[src/rtl/assert_macros.svh]
// Assertion macros shared by the trace renderer RTL.
// Each use expects clk and rst_n to be visible where it is expanded.
`ifndef ASSERT_MACROS_SVH
`define ASSERT_MACROS_SVH

// Condition must hold at every clock edge outside reset.
`define LTCR_ASSERT_NOW(label, cond, msg) \
  label: assert property (@(posedge clk) disable iff (!rst_n) (cond)) else $error(msg);

// When the antecedent holds, the consequent must hold in the next cycle.
`define LTCR_ASSERT_NEXT(label, ante, cons, msg) \
  label: assert property (@(posedge clk) disable iff (!rst_n) (ante) |=> (cons)) \
    else $error(msg);

`endif

[src/rtl/ltcr_pkg.sv]
// Shared types and constants of the logic trace column renderer.
// No dependencies; the core, queue, front and back use it by scoped names.
`timescale 1ns / 1ps
`default_nettype none

package ltcr_pkg;

  localparam logic [15:0] BLACK = 16'h0000;

  localparam logic [15:0] COLOUR_RESET = 16'hFFFF;
  localparam logic [7:0]  TOP0_RESET   = 8'd0;
  localparam logic [7:0]  TOP1_RESET   = 8'd20;

  // Register indexes on the configuration port (byte address / 4).
  typedef enum logic [1:0] {
    REG_COLOUR_CHAN0 = 2'd0,
    REG_COLOUR_CHAN1 = 2'd1,
    REG_TOP_ROW_CHAN0 = 2'd2,
    REG_TOP_ROW_CHAN1 = 2'd3
  } reg_idx_t;

  typedef struct packed {
    logic [15:0] colour_chan0;
    logic [15:0] colour_chan1;
    logic [7:0]  top_row_chan0;
    logic [7:0]  top_row_chan1;
  } cfg_t;

  // One job per word that draws something. The head column is the held
  // sample (drawn when has_held); the tail column is the final sample of
  // a capture (drawn when last).
  typedef struct packed {
    logic [7:0] col;
    logic [1:0] prev;
    logic [1:0] cur;
    logic [1:0] nxt;
    logic       has_held;
    logic       last;
  } job_t;

  typedef struct packed {
    logic       holding;
    logic [7:0] column;
  } front_status_t;

endpackage

`default_nettype wire

[src/rtl/ltcr_ifs.sv]
// Valid/ready channel interfaces for sample words and pixel words.
// No dependencies.
`timescale 1ns / 1ps
`default_nettype none

interface ltcr_in_if;
  logic       valid;
  logic       ready;
  logic [1:0] sample_bits;
  logic       capture_end;

  modport source (output valid, output sample_bits, output capture_end, input ready);
  modport sink (input valid, input sample_bits, input capture_end, output ready);
endinterface

interface ltcr_out_if;
  logic        valid;
  logic        ready;
  logic [7:0]  pixel_col;
  logic [7:0]  pixel_row;
  logic [15:0] pixel_colour;
  logic        frame_done;

  modport source (output valid, output pixel_col, output pixel_row, output pixel_colour,
                  output frame_done, input ready);
  modport sink (input valid, input pixel_col, input pixel_row, input pixel_colour,
                input frame_done, output ready);
endinterface

`default_nettype wire

[src/rtl/logic_trace_column_renderer_core.sv]
// Top level of the logic trace column renderer: configuration registers
// and the front, queue and back parts. Depends on ltcr_pkg, ltcr_ifs,
// ltcr_queue, ltcr_front, ltcr_back and assert_macros.svh.
//
//   Channel   Dir  Handshake          Payload
//   in_ch     in   valid/ready        sample_bits[1:0], capture_end
//   out_ch    out  valid/ready        pixel_col, pixel_row, pixel_colour, frame_done
//   cfg_*     in   APB write/read     four registers at byte addresses 0, 4, 8, 12
//
// Each sample word that draws yields CHANNELS*ROWS pixel words per column
// (20 with the defaults), two columns for a final sample that follows a
// held one. The back part emits one pixel word per cycle while the output
// is not stalled, so that walk sets the sustained sample rate.
// Reset is synchronous and active low; it clears all control state and
// returns the registers to their reset values. A two-entry job queue lets
// the front keep taking words while the back is busy or the output stalls.
`timescale 1ns / 1ps
`default_nettype none
`include "assert_macros.svh"

module logic_trace_column_renderer_core #(
  parameter int ROWS     = 10,
  parameter int CHANNELS = 2
) (
  input  wire logic        clk,
  input  wire logic        rst_n,
  ltcr_in_if.sink          in_ch,
  ltcr_out_if.source       out_ch,
  input  wire logic        cfg_psel,
  input  wire logic        cfg_penable,
  input  wire logic        cfg_pwrite,
  input  wire logic [3:0]  cfg_paddr,
  input  wire logic [31:0] cfg_pwdata,
  output logic [31:0]      cfg_prdata,
  output logic             cfg_pready
);

  ltcr_pkg::cfg_t            cfg_r, cfg_nxt;
  ltcr_pkg::reg_idx_t        reg_idx;
  ltcr_pkg::job_t            push_job, pop_job;
  ltcr_pkg::front_status_t   front_st;
  logic                      q_push, q_pop, q_full, q_not_empty;
  logic [1:0]                q_count;
  logic                      cfg_write;

  // Register file. Writes land in the access phase; pready is tied high so
  // every access completes without wait states.
  assign cfg_pready = 1'b1;
  assign cfg_write  = cfg_psel && cfg_penable && cfg_pwrite;
  assign reg_idx    = ltcr_pkg::reg_idx_t'(cfg_paddr[3:2]);

  always_comb begin
    cfg_nxt = cfg_r;
    if (cfg_write) begin
      unique case (reg_idx)
        ltcr_pkg::REG_COLOUR_CHAN0:  cfg_nxt.colour_chan0  = cfg_pwdata[15:0];
        ltcr_pkg::REG_COLOUR_CHAN1:  cfg_nxt.colour_chan1  = cfg_pwdata[15:0];
        ltcr_pkg::REG_TOP_ROW_CHAN0: cfg_nxt.top_row_chan0 = cfg_pwdata[7:0];
        ltcr_pkg::REG_TOP_ROW_CHAN1: cfg_nxt.top_row_chan1 = cfg_pwdata[7:0];
        default: cfg_nxt = cfg_r;
      endcase
    end
  end

  always_comb begin
    unique case (reg_idx)
      ltcr_pkg::REG_COLOUR_CHAN0:  cfg_prdata = {16'd0, cfg_r.colour_chan0};
      ltcr_pkg::REG_COLOUR_CHAN1:  cfg_prdata = {16'd0, cfg_r.colour_chan1};
      ltcr_pkg::REG_TOP_ROW_CHAN0: cfg_prdata = {24'd0, cfg_r.top_row_chan0};
      ltcr_pkg::REG_TOP_ROW_CHAN1: cfg_prdata = {24'd0, cfg_r.top_row_chan1};
      default: cfg_prdata = 32'd0;
    endcase
  end

  always_ff @(posedge clk) begin
    if (!rst_n) begin
      cfg_r.colour_chan0  <= ltcr_pkg::COLOUR_RESET;
      cfg_r.colour_chan1  <= ltcr_pkg::COLOUR_RESET;
      cfg_r.top_row_chan0 <= ltcr_pkg::TOP0_RESET;
      cfg_r.top_row_chan1 <= ltcr_pkg::TOP1_RESET;
    end else begin
      cfg_r <= cfg_nxt;
    end
  end

  // The front classifies each word and queues at most one job for it.
  ltcr_front u_front (
    .clk    (clk),
    .rst_n  (rst_n),
    .in_ch  (in_ch),
    .q_full (q_full),
    .q_push (q_push),
    .q_job  (push_job),
    .status (front_st)
  );

  ltcr_queue u_queue (
    .clk       (clk),
    .rst_n     (rst_n),
    .push      (q_push),
    .push_job  (push_job),
    .full      (q_full),
    .pop       (q_pop),
    .pop_job   (pop_job),
    .not_empty (q_not_empty),
    .count     (q_count)
  );

  // The back draws the job pixel by pixel behind a registered output.
  ltcr_back #(
    .ROWS     (ROWS),
    .CHANNELS (CHANNELS)
  ) u_back (
    .clk         (clk),
    .rst_n       (rst_n),
    .cfg         (cfg_r),
    .q_not_empty (q_not_empty),
    .q_job       (pop_job),
    .q_pop       (q_pop),
    .out_ch      (out_ch)
  );

  // The final pixel of a capture is the bottom row of the last drawn channel.
  localparam logic LastCh = 1'(CHANNELS - 1);
  logic [7:0] last_band_bottom;
  assign last_band_bottom = (LastCh ? cfg_r.top_row_chan1 : cfg_r.top_row_chan0)
                            + 8'(ROWS - 1);

  `LTCR_ASSERT_NEXT(a_end_clears_front, in_ch.valid && in_ch.ready && in_ch.capture_end, !front_st.holding && front_st.column == 8'd0, "capture end did not clear front state")
  `LTCR_ASSERT_NOW(a_stall_means_full, in_ch.ready || q_count == 2'd2, "input stalled with room in the job queue")
  `LTCR_ASSERT_NOW(a_done_on_bottom_row, !(out_ch.valid && out_ch.frame_done) || out_ch.pixel_row == last_band_bottom, "frame_done not on the last band's bottom row")

endmodule

`default_nettype wire

[src/rtl/ltcr_queue.sv]
// Two-entry job queue between the front and back of the renderer.
// Depends on ltcr_pkg for the job type.
`timescale 1ns / 1ps
`default_nettype none

module ltcr_queue (
  input  wire logic          clk,
  input  wire logic          rst_n,
  input  wire logic          push,
  input  ltcr_pkg::job_t     push_job,
  output logic               full,
  input  wire logic          pop,
  output ltcr_pkg::job_t     pop_job,
  output logic               not_empty,
  output logic [1:0]         count
);

  ltcr_pkg::job_t mem_r [2];
  logic       wr_ptr_r, wr_ptr_nxt;
  logic       rd_ptr_r, rd_ptr_nxt;
  logic [1:0] cnt_r, cnt_nxt;
  logic       do_push, do_pop;

  assign full      = (cnt_r == 2'd2);
  assign not_empty = (cnt_r != 2'd0);
  assign count     = cnt_r;
  assign pop_job   = mem_r[rd_ptr_r];

  always_comb begin
    do_push    = push && !full;
    do_pop     = pop && not_empty;
    wr_ptr_nxt = wr_ptr_r ^ do_push;
    rd_ptr_nxt = rd_ptr_r ^ do_pop;
    cnt_nxt    = cnt_r + 2'(do_push) - 2'(do_pop);
  end

  always_ff @(posedge clk) begin
    if (!rst_n) begin
      wr_ptr_r <= 1'b0;
      rd_ptr_r <= 1'b0;
      cnt_r    <= 2'd0;
    end else begin
      wr_ptr_r <= wr_ptr_nxt;
      rd_ptr_r <= rd_ptr_nxt;
      cnt_r    <= cnt_nxt;
    end
  end

  always_ff @(posedge clk) begin
    if (do_push) begin
      mem_r[wr_ptr_r] <= push_job;
    end
  end

endmodule

`default_nettype wire

[src/rtl/ltcr_front.sv]
// Front part: accepts sample words, tracks neighbours and column count,
// and queues column jobs. Depends on ltcr_pkg and ltcr_ifs.
`timescale 1ns / 1ps
`default_nettype none

module ltcr_front (
  input  wire logic                 clk,
  input  wire logic                 rst_n,
  ltcr_in_if.sink                   in_ch,
  input  wire logic                 q_full,
  output logic                      q_push,
  output ltcr_pkg::job_t            q_job,
  output ltcr_pkg::front_status_t   status
);

  logic [1:0] held_r, held_nxt;
  logic [1:0] before_r, before_nxt;
  logic       holding_r, holding_nxt;
  logic [7:0] col_r, col_nxt;
  logic       accept;

  assign in_ch.ready = !q_full;
  assign accept      = in_ch.valid && !q_full;

  always_comb begin
    q_job.col      = col_r;
    q_job.prev     = before_r;
    q_job.cur      = held_r;
    q_job.nxt      = in_ch.sample_bits;
    q_job.has_held = holding_r;
    q_job.last     = in_ch.capture_end;
    q_push         = accept && (holding_r || in_ch.capture_end);

    held_nxt    = held_r;
    before_nxt  = before_r;
    holding_nxt = holding_r;
    col_nxt     = col_r;
    if (accept) begin
      priority if (in_ch.capture_end) begin
        held_nxt    = 2'd0;
        before_nxt  = 2'd0;
        holding_nxt = 1'b0;
        col_nxt     = 8'd0;
      end else if (!holding_r) begin
        // First sample of a capture is its own previous neighbour.
        held_nxt    = in_ch.sample_bits;
        before_nxt  = in_ch.sample_bits;
        holding_nxt = 1'b1;
      end else begin
        held_nxt   = in_ch.sample_bits;
        before_nxt = held_r;
        col_nxt    = col_r + 8'd1;
      end
    end
  end

  assign status.holding = holding_r;
  assign status.column  = col_r;

  always_ff @(posedge clk) begin
    if (!rst_n) begin
      held_r    <= 2'd0;
      before_r  <= 2'd0;
      holding_r <= 1'b0;
      col_r     <= 8'd0;
    end else begin
      held_r    <= held_nxt;
      before_r  <= before_nxt;
      holding_r <= holding_nxt;
      col_r     <= col_nxt;
    end
  end

endmodule

`default_nettype wire

[src/rtl/ltcr_back.sv]
// Back part: walks each queued job column by column, channel by channel
// and row by row, one pixel word per cycle while the output is not
// stalled, into a registered output. Depends on ltcr_pkg and ltcr_ifs.
`timescale 1ns / 1ps
`default_nettype none

module ltcr_back #(
  parameter int ROWS     = 10,
  parameter int CHANNELS = 2
) (
  input  wire logic          clk,
  input  wire logic          rst_n,
  input  ltcr_pkg::cfg_t     cfg,
  input  wire logic          q_not_empty,
  input  ltcr_pkg::job_t     q_job,
  output logic               q_pop,
  ltcr_out_if.source         out_ch
);

  localparam int          RowW     = $clog2(ROWS);
  localparam logic [RowW-1:0] ROW_LAST = RowW'(ROWS - 1);
  localparam logic        CH_LAST  = 1'(CHANNELS - 1);

  typedef enum logic {PH_HEAD, PH_TAIL} phase_t;

  ltcr_pkg::job_t job_r;
  logic           job_valid_r, job_valid_nxt;
  phase_t         phase_r, phase_nxt;
  logic           ch_r, ch_nxt;
  logic [RowW-1:0] row_r, row_nxt;
  logic           out_valid_r, out_valid_nxt;

  logic [7:0]  col;
  logic [1:0]  s_bits, p_bits, x_bits;
  logic        s, p, x, edge_col;
  logic [15:0] colour, pix_colour;
  logic [7:0]  top;
  logic        row_last, col_done, job_done, adv, done_pix;

  always_comb begin
    if (phase_r == PH_TAIL) begin
      col    = job_r.col + 8'(job_r.has_held);
      s_bits = job_r.nxt;
      // A final sample with nothing held before it is its own previous.
      p_bits = job_r.has_held ? job_r.cur : job_r.nxt;
      x_bits = job_r.nxt;
    end else begin
      col    = job_r.col;
      s_bits = job_r.cur;
      p_bits = job_r.prev;
      x_bits = job_r.nxt;
    end
    s        = s_bits[ch_r];
    p        = p_bits[ch_r];
    x        = x_bits[ch_r];
    edge_col = s && (!p || !x);
    colour   = ch_r ? cfg.colour_chan1 : cfg.colour_chan0;
    top      = ch_r ? cfg.top_row_chan1 : cfg.top_row_chan0;
    row_last = (row_r == ROW_LAST);

    priority if (edge_col) begin
      pix_colour = colour;
    end else if (s) begin
      pix_colour = (row_r == '0) ? colour : ltcr_pkg::BLACK;
    end else begin
      pix_colour = row_last ? colour : ltcr_pkg::BLACK;
    end

    col_done = row_last && (ch_r == CH_LAST);
    job_done = col_done && (phase_r == PH_TAIL || !job_r.last);
    done_pix = job_done && job_r.last;
    adv      = job_valid_r && (!out_valid_r || out_ch.ready);
    q_pop    = q_not_empty && (!job_valid_r || (adv && job_done));

    job_valid_nxt = job_valid_r;
    phase_nxt     = phase_r;
    ch_nxt        = ch_r;
    row_nxt       = row_r;
    if (adv) begin
      if (row_last) begin
        row_nxt = '0;
        if (ch_r == CH_LAST) begin
          ch_nxt = 1'b0;
          if (job_done) begin
            job_valid_nxt = 1'b0;
          end else begin
            phase_nxt = PH_TAIL;
          end
        end else begin
          ch_nxt = ch_r + 1'b1;
        end
      end else begin
        row_nxt = row_r + 1'b1;
      end
    end
    if (q_pop) begin
      job_valid_nxt = 1'b1;
      phase_nxt     = q_job.has_held ? PH_HEAD : PH_TAIL;
      ch_nxt        = 1'b0;
      row_nxt       = '0;
    end

    if (adv) begin
      out_valid_nxt = 1'b1;
    end else if (out_ch.ready) begin
      out_valid_nxt = 1'b0;
    end else begin
      out_valid_nxt = out_valid_r;
    end
  end

  always_ff @(posedge clk) begin
    if (!rst_n) begin
      job_valid_r <= 1'b0;
      phase_r     <= PH_HEAD;
      ch_r        <= 1'b0;
      row_r       <= '0;
      out_valid_r <= 1'b0;
    end else begin
      job_valid_r <= job_valid_nxt;
      phase_r     <= phase_nxt;
      ch_r        <= ch_nxt;
      row_r       <= row_nxt;
      out_valid_r <= out_valid_nxt;
    end
  end

  always_ff @(posedge clk) begin
    if (q_pop) begin
      job_r <= q_job;
    end
    if (adv) begin
      out_ch.pixel_col    <= col;
      out_ch.pixel_row    <= top + 8'(row_r);
      out_ch.pixel_colour <= pix_colour;
      out_ch.frame_done   <= done_pix;
    end
  end

  assign out_ch.valid = out_valid_r;

endmodule

`default_nettype wire

[src/flat_wrapper.sv]
// flat-port wrapper written by rule: the top's interface ports become plain ports
module logic_trace_column_renderer_core_flat 
#(
  parameter int ROWS     = 10,
  parameter int CHANNELS = 2
)
  (clk, rst_n, cfg_psel, cfg_penable, cfg_pwrite, cfg_paddr, cfg_pwdata, cfg_prdata, cfg_pready, in_ch_valid, in_ch_sample_bits, in_ch_capture_end, in_ch_ready, out_ch_valid, out_ch_pixel_col, out_ch_pixel_row, out_ch_pixel_colour, out_ch_frame_done, out_ch_ready);
  ltcr_in_if in_ch_i ();
  ltcr_out_if out_ch_i ();
  input  wire logic clk;
  input  wire logic rst_n;
  input  wire logic cfg_psel;
  input  wire logic cfg_penable;
  input  wire logic cfg_pwrite;
  input  wire logic [3:0] cfg_paddr;
  input  wire logic [31:0] cfg_pwdata;
  output logic [31:0] cfg_prdata;
  output logic cfg_pready;
  input wire logic [$bits(in_ch_i.valid)-1:0] in_ch_valid;
  input wire logic [$bits(in_ch_i.sample_bits)-1:0] in_ch_sample_bits;
  input wire logic [$bits(in_ch_i.capture_end)-1:0] in_ch_capture_end;
  output wire logic [$bits(in_ch_i.ready)-1:0] in_ch_ready;
  output wire logic [$bits(out_ch_i.valid)-1:0] out_ch_valid;
  output wire logic [$bits(out_ch_i.pixel_col)-1:0] out_ch_pixel_col;
  output wire logic [$bits(out_ch_i.pixel_row)-1:0] out_ch_pixel_row;
  output wire logic [$bits(out_ch_i.pixel_colour)-1:0] out_ch_pixel_colour;
  output wire logic [$bits(out_ch_i.frame_done)-1:0] out_ch_frame_done;
  input wire logic [$bits(out_ch_i.ready)-1:0] out_ch_ready;
  assign in_ch_i.valid = in_ch_valid;
  assign in_ch_i.sample_bits = in_ch_sample_bits;
  assign in_ch_i.capture_end = in_ch_capture_end;
  assign in_ch_ready = in_ch_i.ready;
  assign out_ch_valid = out_ch_i.valid;
  assign out_ch_pixel_col = out_ch_i.pixel_col;
  assign out_ch_pixel_row = out_ch_i.pixel_row;
  assign out_ch_pixel_colour = out_ch_i.pixel_colour;
  assign out_ch_frame_done = out_ch_i.frame_done;
  assign out_ch_i.ready = out_ch_ready;
  logic_trace_column_renderer_core #(.ROWS(ROWS), .CHANNELS(CHANNELS)) u_core (.clk(clk), .rst_n(rst_n), .in_ch(in_ch_i), .out_ch(out_ch_i), .cfg_psel(cfg_psel), .cfg_penable(cfg_penable), .cfg_pwrite(cfg_pwrite), .cfg_paddr(cfg_paddr), .cfg_pwdata(cfg_pwdata), .cfg_prdata(cfg_prdata), .cfg_pready(cfg_pready));
endmodule
[config.mk]
export PLATFORM = sky130hd
export DESIGN_NAME = logic_trace_column_renderer_core_flat
export DESIGN_NICKNAME = d
export VERILOG_FILES = /design/src/rtl/ltcr_pkg.sv /design/src/rtl/ltcr_ifs.sv /design/src/rtl/logic_trace_column_renderer_core.sv /design/src/rtl/ltcr_queue.sv /design/src/rtl/ltcr_front.sv /design/src/rtl/ltcr_back.sv /design/src/flat_wrapper.sv
export VERILOG_INCLUDE_DIRS = /design/src /design/src/rtl
export SDC_FILE = /design/constraint.sdc
export NUM_CORES = 1
export LEC_CHECK = 0
export ABC_AREA = 1
export BUFFER_PORTS_ARGS = -buffer_cell sky130_fd_sc_hd__buf_2
export CORE_MARGIN = 5
export CORE_UTILIZATION = 25
export DETAILED_ROUTE_END_ITERATION = 8
export PLACE_DENSITY = 0.43
export REMOVE_ABC_BUFFERS = 1
export SETUP_SLACK_MARGIN = 0.2
export SLEW_MARGIN = 5
export SYNTH_ARGS = -nofsm -noshare
export SYNTH_HDL_FRONTEND = slang
export SYNTH_SLANG_ARGS = --single-unit
[constraint.sdc]
create_clock -name clk -period 3 [get_ports clk]
set_input_delay 0.15 -clock clk [delete_from_list [all_inputs] [get_ports clk]]
set_output_delay 0.15 -clock clk [all_outputs]
set_load 0.01 [all_outputs]
# After elaboration in Yosys (flattened, before gate mapping)
# Memory sizes are Yosys's and may differ from the RTL's. A register that Yosys moved wholly into a read port is not among the register bits.
# Cells that the tools add are included.
[word_totals]
regBits = 122
ramBits = 32
inputBits = 46
out_inout_bits = 68
word_cells = 127
mem_count = 1
[classes]
addsub = 7
n_lt_le_gt_ge = 1
eq_ne = 6
n_mux = 41
bitwise_logic = 3
reduce_logical = 42
[mem_list]
columns = ["memory", "depth", "word_bits", "read_ports", "rd_ports_with_merged_regs", "wr", "line_no", "source"]
rows = [
  ["u_core.u_queue.mem_r", 2, 16, 1, 1, 1, "ltcr_queue.sv:18", "ltcr_pkg::job_t mem_r [2];"],
]
[op_table]
columns = ["op", "count"]
rows = [
  ["one-hot mux 32 bit (4 select lines)", 1],
  ["2-to-1 mux 16 bit", 5],
  ["2-to-1 mux 8 bit", 4],
  ["2-to-1 mux 1 bit", 24],
  ["nonzero test 2 bit", 7],
  ["logical AND 1 bit", 13],
  ["2-to-1 mux 2 bit", 6],
  ["AND reduction 2 bit", 6],
  ["adder 8 x 1 -> 8 bit", 1],
  ["adder 8 x 1 -> 8 bit (second input constant)", 1],
  ["adder 8 x 4 -> 8 bit", 1],
  ["AND reduction 4 bit", 2],
  ["equality test 2 bit (second input constant)", 3],
  ["zero test 1 bit", 6],
  ["logical OR 1 bit", 5],
  ["adder 4 x 1 -> 4 bit (second input constant)", 1],
  ["equality test 4 bit (second input constant)", 1],
  ["zero test 4 bit", 1],
  ["2-to-1 mux 4 bit", 1],
  ["adder 2 x 1 -> 2 bit", 1],
  ["equality test 2 x 1 -> 1 bit (second input constant)", 1],
  ["zero test 2 bit", 1],
  ["< comparator 1 x 2 -> 1 bit (second input constant)", 1],
  ["!= test 2 x 1 -> 1 bit (second input constant)", 1],
  ["5 further kinds", 6],
]

# Logic depth before layout (Yosys ltp)
# Gate-level depths: netlist of run 1.
[depth]
depth_word = 9
depth_mapped = 14

# Cells and area by module
# Synthesis of run 1 repeated with hierarchy kept, for this count alone.
[unflattened]
cells_unflattened = 873
hier_area_um2 = 7549.7
[modules_own_cells]
columns = ["mod", "instances", "cells_each", "area_per_inst_um2"]
rows = [
  ["ltcr_back", 1, 364, 3170.5],
  ["logic_trace_column_renderer_core", 1, 316, 2189.6],
  ["ltcr_queue", 1, 87, 1470.2],
  ["ltcr_front", 1, 106, 719.4],
]

# Worst setup path before layout of run 1
# Ideal clock, no wire load.
[synth_timing]
path_type = "register to register"
startpoint = "register u_core.u_back.out_valid_r, in the netlist u_core.u_back.out_ch.valid"
endpoint = "register u_core.u_queue.cnt_r[1], in the netlist u_core.u_queue.count[1]"
setup_time_ns = 0.070
t_arrival_ns = 2.868
required_time_ns = 2.930
setup_slack_ns = 0.062
stages_incl_launch_ff = 14
synth_period_minus_slack_ns = 2.938
path_cell_list = "dfxtp_1 > nand2_1 > nand2_1 > inv_1 > nand3_1 > nand2_2 > nand2_1 > inv_1 > ha_1 > inv_1 > ha_1 > xor2_1 > o21ai_0 > a21oi_1"
[synth_between]
elab_chain_cells = 8
[synth_lines]
columns = ["element", "line_no", "source"]
rows = [
  ["start: declaration", "ltcr_back.sv:31", "logic out_valid_r, out_valid_nxt;"],
  ["start signal: assignment", "ltcr_back.sv:124", "out_valid_r <= out_valid_nxt;"],
  ["zero test 1 bit", "ltcr_back.sv:72", "adv = job_valid_r && (!out_valid_r || out_ch.ready);"],
  ["logical OR 1 bit", "ltcr_back.sv:72", ""],
  ["logical AND 1 bit", "ltcr_back.sv:72", ""],
  ["via u_core.u_back.adv", "ltcr_back.sv:38", "logic row_last, col_done, job_done, adv, done_pix;"],
  ["logical AND 1 bit", "ltcr_back.sv:73", "q_pop = q_not_empty && (!job_valid_r || (adv && job_done));"],
  ["logical OR 1 bit", "ltcr_back.sv:73", ""],
  ["logical AND 1 bit", "ltcr_back.sv:73", ""],
  ["via u_core.q_pop", "logic_trace_column_renderer_core.sv:42", "logic q_push, q_pop, q_full, q_not_empty;"],
  ["logical AND 1 bit", "ltcr_queue.sv:31", "do_pop = pop && not_empty;"],
  ["subtractor 2 x 1 -> 2 bit", "ltcr_queue.sv:34", "cnt_nxt = cnt_r + 2'(do_push) - 2'(do_pop);"],
  ["end signal: assignment", "ltcr_queue.sv:45", "cnt_r <= cnt_nxt;"],
  ["end: declaration", "ltcr_queue.sv:21", "logic [1:0] cnt_r, cnt_nxt;"],
]
# The timed path passes the listed nets, and every way through them passes these cells.
# A chain may end at the register's enable or synchronous reset.

# Final worst setup path of run 1
[layout_timing]
startpoint = "register u_core.u_back.ch_r"
endpoint = "register u_core.u_back.out_ch.pixel_row[5], data pin"
[layout_between]
elab_chain_cells = 2
[layout_lines]
columns = ["element", "line_no", "source"]
rows = [
  ["start: declaration", "ltcr_back.sv:29", "logic ch_r, ch_nxt;"],
  ["start signal: assignment", "ltcr_back.sv:122", "ch_r <= ch_nxt;"],
  ["2-to-1 mux 8 bit", "ltcr_back.sv:58", "top = ch_r ? cfg.top_row_chan1 : cfg.top_row_chan0;"],
  ["adder 8 x 4 -> 8 bit", "ltcr_back.sv:134", "out_ch.pixel_row <= top + 8'(row_r);"],
  ["end signal: assignment", "ltcr_back.sv:134", ""],
  ["end: declaration", "ltcr_ifs.sv:24", "modport source (output valid, output pixel_col, output pixel_row, output pixel_colour,"],
]
# No other way between the ends.

==> results of run 1 <==
-- flip-flops by register name, indices dropped and copies added, names as in the netlist, named ones only --
signal	flops
u_core.u_queue.rd_ptr_r	1
u_core.u_back.row_r	4
u_core.u_front.holding_r	1
u_core.cfg_r	48
u_core.u_queue.mem_r	32
u_core.u_back.job_r	14
u_core.u_back.phase_r	1
u_core.u_back.x_bits	2
u_core.u_back.out_ch.valid	1
u_core.u_queue.count	2
u_core.u_back.out_ch.frame_done	1
u_core.u_back.ch_r	1
u_core.u_back.out_ch.pixel_colour	16
u_core.u_front.before_r	2
u_core.u_back.out_ch.pixel_row	8
u_core.u_queue.wr_ptr_r	1
u_core.u_front.col_r	8
u_core.u_front.held_r	2
u_core.u_back.out_ch.pixel_col	8
u_core.u_back.job_valid_r	1
-- kinds of logic after synthesis --
logic type	count (synthesis)	share of synthesized area (%)
muxes	24	3.86
other	2	0.112
DFF	155	58.1
buffers and inverters	99	6.91
xor gates and xnor gates	14	1.82
and+or+nand+nor	315	19.5
adders and majority gates	12	2.34
AOI/OAI and AO/OA	85	7.32
-- power breakdown --
| group | total, mW | switching (mW) | internal, mW |
|---|---|---|---|
| logic | 1.27 | 0.807 | 0.464 |
| registers | 2.96 | 0.202 | 2.76 |
| clock network | 2.22 | 1.01 | 1.21 |
| total | 6.45 | 2.02 | 4.43 |
-- per-layer routing --
| layer | share of wire [%] | GRT usage [%] |
|---|---|---|
| met4 | 0.91 | 3.17 |
| met2 | 48 | 18.2 |
| met1 | 46 | 13.7 |
| met5 | 0 | 0 |
| met3 | 4.4 | 2.28 |
-- synth_stat cells (2+ instances only) --
| library cell | instances |
|---|---|
| ha_1 | 11 |
| buf_2 | 6 |
| mux2i_1 | 8 |
| nand2_2 | 4 |
| or2_2 | 4 |
| o21ai_0 | 32 |
| o2111ai_1 | 4 |
| nor2_2 | 2 |
| o21bai_1 | 2 |
| nor2_1 | 73 |
| nand4_1 | 10 |
| xor2_1 | 8 |
| buf_6 | 2 |
| inv_1 | 58 |
| conb_1 | 2 |
| inv_2 | 3 |
| nor3_1 | 2 |
| dfxtp_1 | 74 |
| edfxtp_1 | 81 |
| buf_4 | 19 |
| nand2_1 | 175 |
| nor2_4 | 3 |
| nand3_1 | 39 |
| o211ai_1 | 11 |
| xnor2_1 | 6 |
| clkbuf_1 | 10 |
| mux2_2 | 16 |
| a21oi_1 | 32 |
-- per-stage QoR --
stage               setup WS [ns]  power [mW]  cells  area [sq um]
finish                      0.685        6.45   1161          8230
global route                0.447        6.83   1161          8230
CTS                         0.684        6.57   1161          8230
detailed placement          0.690        4.31   1112          7440
global placement            0.721        4.30   1112          7440
floorplan                 -0.0410        3.75    684          6560
-- final cells by class --
type	instances	area, sq um
clock buffer	17	425
clock inverter	15	195
fill	2816	18500
inverter	62	233
multi-input combinational	467	2410
sequential	155	3910
tap	341	427
timing repair buffer	104	628
-- final timing paths --
check | endpoint | depth (start not counted)
max reg2reg | u_core.u_back.out_ch.pixel_row[5] | 9
max | u_core.u_back.out_ch.pixel_row[5] | 9
min | u_core.cfg_r[18] | 3
min reg2reg | u_core.u_queue.mem_r[1][6] | 0
-- worst max-delay path: stages, from the launching register on --
cell     delay (ns)
dfxtp_1        0.32
buf_4          0.23
o21ai_0        0.50
inv_1          0.10
ha_1           0.29
nand3_1        0.08
nand2_1        0.08
a21oi_1        0.25
nor2_1         0.08
xnor2_1        0.13
==> flow_metrics.tcl, run 1 <==
set metrics [dict create \
    outcome "finished, final reports clean" \
    fmax_ghz 0.432 \
    drive_above_1_share_pct 18.7 \
    drt_iter0_markers 299 \
    synth_seq_cells 155 \
    die_area_sq_um 30300 \
    grt_pass1_vias 4848 \
    slew_headroom_pct 47.9 \
    min_path_type "input port to flop" \
    hp-start "cfg_pwdata[2]" \
    syn2layout_area_growth_pct 22.3 \
    fin_util_pct 30.8 \
    tns_ns 0 \
    hold_ws_ns 0.0329 \
    synth_top_area_share_pct 36.1 \
    syn_area_sq_um 6740 \
    vias_per_cell 4.20 \
    crit_start "u_core.u_back.ch_r" \
    worstPathRequired_ns 3.17 \
    drc 0 \
    core_area_sq_um 26700 \
    critPathLaunchType "flop" \
    grt_overflow 0 \
    maxCapViolCount 0 \
    yosysWarnings 0 \
    finalWirelength_mm 15.9 \
    finalMaxSlewViolations 0 \
    htreeDepth 4 \
    final_cell_mix "nand2_1, edfxtp_1, buf_2" \
    worst_pin_slew_ns 0.781 \
    synth_top_area_cell "edfxtp_1" \
    clk_latency_ns 0.43 \
    skew_ns 0.0174 \
    p_leak_nw 3.51 \
    hold_viol_final 0 \
    path_class "flop to flop" \
    hold_buffers 17 \
    cts_resized 0 \
    rr_startpoint "u_core.u_back.ch_r" \
    grt_max_degree 50 \
    grt_first_pass_wirelength_mm 25.8 \
    numCtsBuffers 17 \
    antenna_found_initial 0 \
    p_per_area_nw_per_um2 784 \
    place.gp.congestion 0.744 \
    ant_nets 0 \
    synth_ff_type "edfxtp_1" \
    syn-mean-instance-area_sq_um 9.54 \
    clk_pin_slew_ns 0.07 \
    rows 60 \
    io_pins 114 \
    grtUsageTotal_pct 10.7 \
    crit_fanout 23 \
    synth_area_leaders "edfxtp_1, dfxtp_1, nand2_1" \
    cts_tree "built" \
    clockBufferDepth 2 \
    final_common_cell "nand2_1" \
    synthDistinctLibCells 37 \
    synthCells 706 \
    postCtsSetupBuffers 0 \
    start_util_pct 25.2 \
    die_y_microns 174 \
    ys_seq_area_share_pct 58.1 \
    hpwl_mm 10.9 \
    num_antenna_cells 0 \
    crit_path_end_kind "flop" \
    rsz0062_at_grt "false" \
    cts_root_buf "clkbuf_16" \
    postSynth.asyncResetShare_pct 0 \
    post-route-min-period_ns 2.32 \
    ff2ff_setup_slack_ns 0.68 \
    detail_route.wl_per_cell_microns 13.7 \
    final_nets 865 \
    synth_edf_count 81 \
    port-buffer-count 78 \
    ir_worst_vdd_mv 0.323 \
    clock-sinks 155 \
    vias 4875 \
    die_w_microns 174 \
    fin_crit_sh_pct 77.2 \
    cp.arrival_ns 2.48 \
    setup_viol 0 \
    firstDrtPassIters 7 \
]
No activity file was read; power rests on OpenSTA's default activity.
==> run 2, diff against run 1 <==
Settings changed: ABC_AREA 1 to 0.
Clock period 3 ns to 1.9 ns, I/O delays scaled along.
==> run 2 against run 1 <==
- the run now ends with setup timing left
- sequential share of layout area shrank 2.9 points
- first-iteration DRC count is 25% lower
- total power is 60% higher
- synthesized area is 1.2% higher
- sequential power increased by 52%
- utilization is 1.8 points higher
- synthesized cell count is 18% lower
- clock skew down 0.0072 ns
- register-to-register slack lost 0.69 ns
- combinational power is 70% higher
- non-clock buffer count up 38
- via count down 5.0%
==> flow_metrics.tcl, run 2 <==
set metrics [dict create \
    outcome "finished with violations" \
    violations "setup timing" \
    post-route-min-period_ns 1.91 \
    grtUsageTotal_pct 11.1 \
    synth_top_area_cell "edfxtp_1" \
    clk_pin_slew_ns 0.06 \
    synth_ff_type "edfxtp_1" \
    firstDrtPassIters 5 \
    critPathLaunchType "flop" \
    fin_crit_sh_pct 100 \
    drt_iter0_markers 223 \
    grt_overflow 0 \
    vias 4630 \
    power_frac_seq_pct 43.8 \
    final_common_cell "nand2_1" \
    largest_register_ffs 48 \
    cp.arrival_ns 2.08 \
    fin_util_pct 32.6 \
    grt_first_pass_wirelength_mm 26.5 \
    crit_fanout 6 \
    tns_ns -0.0125 \
    ir_worst_vdd_mv 0.455 \
    die_w_microns 175 \
    cts_tree "built" \
    hpwl_mm 11.8 \
    maxCapViolCount 0 \
    ys_top_cells_by_count "nand2_1, edfxtp_1, dfxtp_1" \
    die_y_microns 175 \
    core_area_sq_um 26900 \
    pwr-share-comb_pct 20.9 \
    use_met3_pct 2.86 \
    cts_root_buf "clkbuf_16" \
    synth_edf_count 81 \
    antenna_found_initial 0 \
    hold_viol_final 0 \
    slew_headroom_pct 48.5 \
    die_area_sq_um 30700 \
    rsz0062_at_grt "true" \
    htreeDepth 4 \
    fmax_ghz 0.525 \
    skew_ns 0.0102 \
    path_class "flop to flop" \
    finalMaxSlewViolations 0 \
    ys_seq_area_share_pct 57.4 \
    worstPathRequired_ns 2.07 \
    p_per_area_nw_per_um2 1170 \
    yosysWarnings 0 \
    detail_route.wl_per_cell_microns 15.7 \
    p_leak_nw 3.46 \
    timing.final.ws_setup_ns -0.00552 \
    grt_max_degree 40 \
    num_antenna_cells 0 \
    postSynth.asyncResetShare_pct 0 \
    synth_top_area_share_pct 35.7 \
    synth_area_leaders "edfxtp_1, dfxtp_1, mux2i_1" \
    crit_path_end_kind "flop" \
    p_sw_mw 2.86 \
    final_nets 771 \
    switching_share_pct 27.7 \
    vias_per_cell 4.34 \
    p_int_mw 7.45 \
    synthCells 582 \
    synth_seq_cells 155 \
    grt.met1_usage_pct 13.7 \
    io_pins 114 \
    synthDistinctLibCells 48 \
    busiest_layer "met2" \
    ant_nets 0 \
    synthMostInstantiatedCell "nand2_1" \
    use_met2_pct 19.0 \
    clockBufferDepth 2 \
    port-buffer-count 78 \
    numCtsBuffers 17 \
    drc 0 \
    syn-mean-instance-area_sq_um 11.7 \
    setup_viol 3 \
    clock-sinks 155 \
    p_total_mw 10.3 \
    min_path_type "input port to flop" \
    worst_pin_slew_ns 0.773 \
    rows 60 \
    finalWirelength_mm 16.8 \
    p_clk_share_pct 35.3 \
    dp_cells 1011 \
    largestRegisters "u_core.cfg_r: 48 flops, u_core.u_queue.mem_r: 32 flops, u_core.u_back.out_ch.pixel_colour: 16 flops" \
    grt_pass1_vias 4903 \
    clk_latency_ns 0.42 \
    start_util_pct 25.4 \
    layoutNonFillerInstCount 1067 \
    syn2layout_area_growth_pct 28.7 \
    drive_above_1_share_pct 28.9 \
    syn_area_sq_um 6820 \
    final_cell_mix "nand2_1, edfxtp_1, buf_2" \
    top_register "u_core.cfg_r" \
    place.gp.congestion 0.781 \
]
run 2: cell types whose count changed in the layout (fill, tap and decap cells not counted), moves of 10 or more:
cell	change
nor2b_1	+20
inv_1	-49
a21oi_1	-28
mux2i_1	+39
o211ai_1	-10
nor2_1	-34
buf_4	+30
o21ai_0	-27
nand2_1	-90
run 2: power groups by stage:
stage               logic (mW)  registers [mW]  clock network (mW)
floorplan                 1.01            4.72                   0
global placement          2.14            4.58                   0
detailed placement        2.18            4.59                   0
CTS                       2.23            4.52                3.73
global route              2.38            4.57                3.87
finish                    2.16            4.51                3.63
run 2: what timing repair did:
action | in CTS | in global routing
hold buffers | 18 | 0
setup buffers | 4 | 2
endpoints found under the hold margin | 47 | 0
setup endpoints to repair | 23 | 26
gates resized for setup | 21 | 5
pin swaps | 10 | 8
run 2: final timing paths:
kind                                        to  depth (start not counted)                        from  slack, ns
min reg2reg         u_core.u_queue.mem_r[1][6]                          0  u_core.u_front.before_r[0]       0.46
min                 u_core.u_queue.mem_r[0][0]                          1           in_ch_capture_end       0.05
max reg2reg  u_core.u_back.out_ch.pixel_row[4]                          8          u_core.u_back.ch_r     -0.006
max          u_core.u_back.out_ch.pixel_row[4]                          8          u_core.u_back.ch_r     -0.006
run 2: worst max-delay path: stages, from the launching register on:
cell and delay, ns:
dfxtp_4 0.40, mux2_4 0.32, ha_4 0.25, buf_6 0.11
nor2b_1 0.12, o21ai_1 0.12, nand2b_1 0.09, buf_4 0.14
xnor2_1 0.11
run 2: logic make-up after synthesis:
group / Yosys count / synth area share (%)
AND/OR/NAND/NOR: 225 / 16.0
flip-flops: 155 / 57.4
multiplexers: 78 / 13.5
buffers and inverters: 56 / 4.40
AO/OA/AOI/OAI: 29 / 3.06
XOR/XNOR: 25 / 3.21
adder cells (fa/ha/maj): 12 / 2.31
other: 2 / 0.110
run 2: per-layer routing:
layer  part of all wire (%)  up-vias
met1                     44     2223
met2                     49      118
met5                      0        -
met4                    1.7        0
met3                    4.8       20
li1                       -     2269
run 2: through the flow:
stage / area, sq um / setup slack (ns) / hold WS (ns)
after detailed placement: 7780 / -0.219 / 0.334
after global placement: 7780 / -0.149 / 0.324
after CTS: 8730 / -0.00205 / 0.0262
after floorplan: 6620 / -1.02 / 0.157
final: 8770 / -0.00552 / 0.0472
after global routing: 8770 / -0.0938 / 0.0348
run 2: area by class of cell:
type,instances,area [sq um]
Sequential cell,155,3920
Fill cell,2732,18100
Clock inverter,11,158
Inverter,11,41.3
Multi-Input combinational cell,386,2770
Tap cell,341,427
Timing Repair Buffer,142,977
Clock buffer,21,482
==> run 3, diff against run 2 <==
Settings changed: PLACE_DENSITY 0.43 to 0.53.
Clock period 1.9 ns to 2.1 ns, I/O delays scaled along.
==> run 3 against run 2 <==
- the flow now finishes without violations
- sequential cell count stayed put
- sequential power is 8.4% lower
- combinational power is 12% lower
- clock power is 19% lower
- first-iteration DRC count is 9.4% higher
- critical path depth is 1 higher
- worst setup slack better by 0.16 ns
- total power is 13% lower
- final area is 1.7% lower
- utilization is 0.55 points lower
- via count is 3.0% lower
==> flow_metrics.tcl, run 3 (synthesized netlist as in run 2, its figures left out) <==
set metrics [dict create \
    outcome "finished, final reports clean" \
    rsz0062_at_grt "true" \
    slew_headroom_pct 50.0 \
    grt_max_degree 37 \
    die_y_microns 175 \
    vias_per_cell 4.24 \
    crit_fanout 7 \
    grt_overflow 0 \
    port-buffer-count 78 \
    fin_area_sq_um 8620 \
    multiInputGateArea_sq_um 2790 \
    min_path_type "input port to flop" \
    die_w_microns 175 \
    post-route-min-period_ns 1.95 \
    drt_iter0_markers 244 \
    io_pins 114 \
    dpl_worst_slack_ns -0.0427 \
    numCtsBuffers 17 \
    fin_crit_sh_pct 92.7 \
    regArea_sq_um 3930 \
    wl_met3_microns 548 \
    top_register "u_core.cfg_r" \
    htreeDepth 4 \
    die_area_sq_um 30700 \
    path_class "flop to flop" \
    grtUsageTotal_pct 10.0 \
    cts_root_buf "clkbuf_16" \
    worst_pin_slew_ns 0.751 \
    finalWirelength_mm 15.2 \
    drive_above_1_share_pct 28.7 \
    fin_util_pct 32.1 \
    detail_route.wl_per_cell_microns 14.4 \
    firstDrtPassIters 4 \
    rows 60 \
    ant_nets 0 \
    p_per_area_nw_per_um2 1040 \
    pwr-share-comb_pct 21.2 \
    critPathLaunchType "flop" \
    grt_first_pass_wirelength_mm 24.3 \
    top_layer_used "met5" \
    skew_ns 0.00932 \
    final_common_cell "nand2_1" \
    clk_pin_slew_ns 0.06 \
    final_nets 762 \
    place.gp.congestion 0.743 \
    crit_path_end_kind "flop" \
    fmax_ghz 0.514 \
    p_sw_mw 2.49 \
    cts_tree "built" \
    clock-sinks 155 \
    timing.final.ws_setup_ns 0.154 \
    switching_share_pct 27.8 \
    num_antenna_cells 0 \
    cp.arrival_ns 2.10 \
    p_total_mw 8.96 \
    grt_pass1_vias 4434 \
    p_clk_share_pct 32.7 \
    drc 0 \
    clockBufferDepth 2 \
    vias 4489 \
    ir_worst_vdd_mv 0.522 \
    final_cell_mix "nand2_1, edfxtp_1, buf_2" \
    p_leak_nw 3.38 \
    syn2layout_area_growth_pct 26.5 \
    met2WireLength_mm 7.41 \
    start_util_pct 25.4 \
    hpwl_mm 10.6 \
    hold_viol_final 0 \
    antenna_found_initial 1 \
    post_dp_cell_area_sq_um 7670 \
    p_int_mw 6.47 \
    maxCapViolCount 0 \
    largestRegisters "u_core.cfg_r: 48 flops, u_core.u_queue.mem_r: 32 flops, u_core.u_back.out_ch.pixel_colour: 16 flops" \
    largest_register_ffs 48 \
    core_area_sq_um 26900 \
    clk_latency_ns 0.41 \
    n_fill_cell 2730 \
    finalMaxSlewViolations 0 \
    wl_met1_mm 7.04 \
    worstPathRequired_ns 2.26 \
    power_frac_seq_pct 46.0 \
    setup_viol 0 \
]
==> run 3: changes by cell type in the layout (fill, tap and decap cells not counted), moves of 2 or more <==
cell / change
clkinv_4: -4
buf_12: -3
buf_4: -3
inv_4: +2
ha_4: +2
o21ai_1: +2
dfxtp_4: +2
clkinv_2: +4
bufinv_16: -3
dfxtp_1: -3
ha_1: -2
buf_6: -3
==> run 3: cell type report <==
cell class	count	share of cell area (%)
timing repair buffer	133	9.98
tap	341	4.95
multi-input combinational	386	32.4
clock inverter	9	0.653
sequential	155	45.5
inverter	11	0.479
clock buffer	23	6.04
==> run 3: timing repair <==
action	4_1_cts	5_1_grt
pin swaps	9	9
endpoints found under the hold margin	46	0
endpoints found under the setup margin	5	5
hold buffers	18	0
buffers inserted	1	6
gates resized for setup	22	11
==> run 3: per-layer routing <==
layer / track usage [%] / vias up
met5: 0 / -
met4: 3.63 / 2
met3: 2.42 / 11
met2: 16.5 / 80
met1: 12.8 / 2151
li1: - / 2245
==> run 3: stage by stage <==
step                hold slack (ns)  TNS, ns  instances
floorplan                     0.167   -13.01        552
global placement              0.333        0       1001
detailed placement            0.333  -0.0492       1001
CTS                          0.0150        0       1052
global route                 0.0392        0       1058
finish                       0.0355        0       1058
==> run 3: power groups by stage <==
stage	logic (mW)	clock network, mW	registers (mW)
after floorplan	0.912	0	4.27
after detailed placement	1.82	0	4.19
final	1.90	2.93	4.13
after global routing	2.12	3.12	4.18
after global placement	1.80	0	4.18
after CTS	1.86	3.00	4.14
==> run 3: worst paths after layout <==
check / slack [ns] / depth (start not counted) / from / endpoint
setup / recovery: 0.15 / 9 / u_core.u_back.ch_r / u_core.u_back.out_ch.pixel_row[6]
hold / removal: 0.04 / 1 / in_ch_capture_end / u_core.u_queue.mem_r[1][0]
hold reg to reg: 0.46 / 0 / u_core.u_front.before_r[0] / u_core.u_queue.mem_r[0][6]
setup reg to reg: 0.15 / 9 / u_core.u_back.ch_r / u_core.u_back.out_ch.pixel_row[6]
==> run 3: worst max-delay path: stages, from the launching register on <==
cell      delay, ns
dfxtp_4        0.38
mux2_4         0.23
ha_4           0.16
inv_2          0.04
fa_2           0.36
nor2b_1        0.12
o21ai_1        0.07
nand2b_1       0.11
nand2_1        0.07
xor2_1         0.15
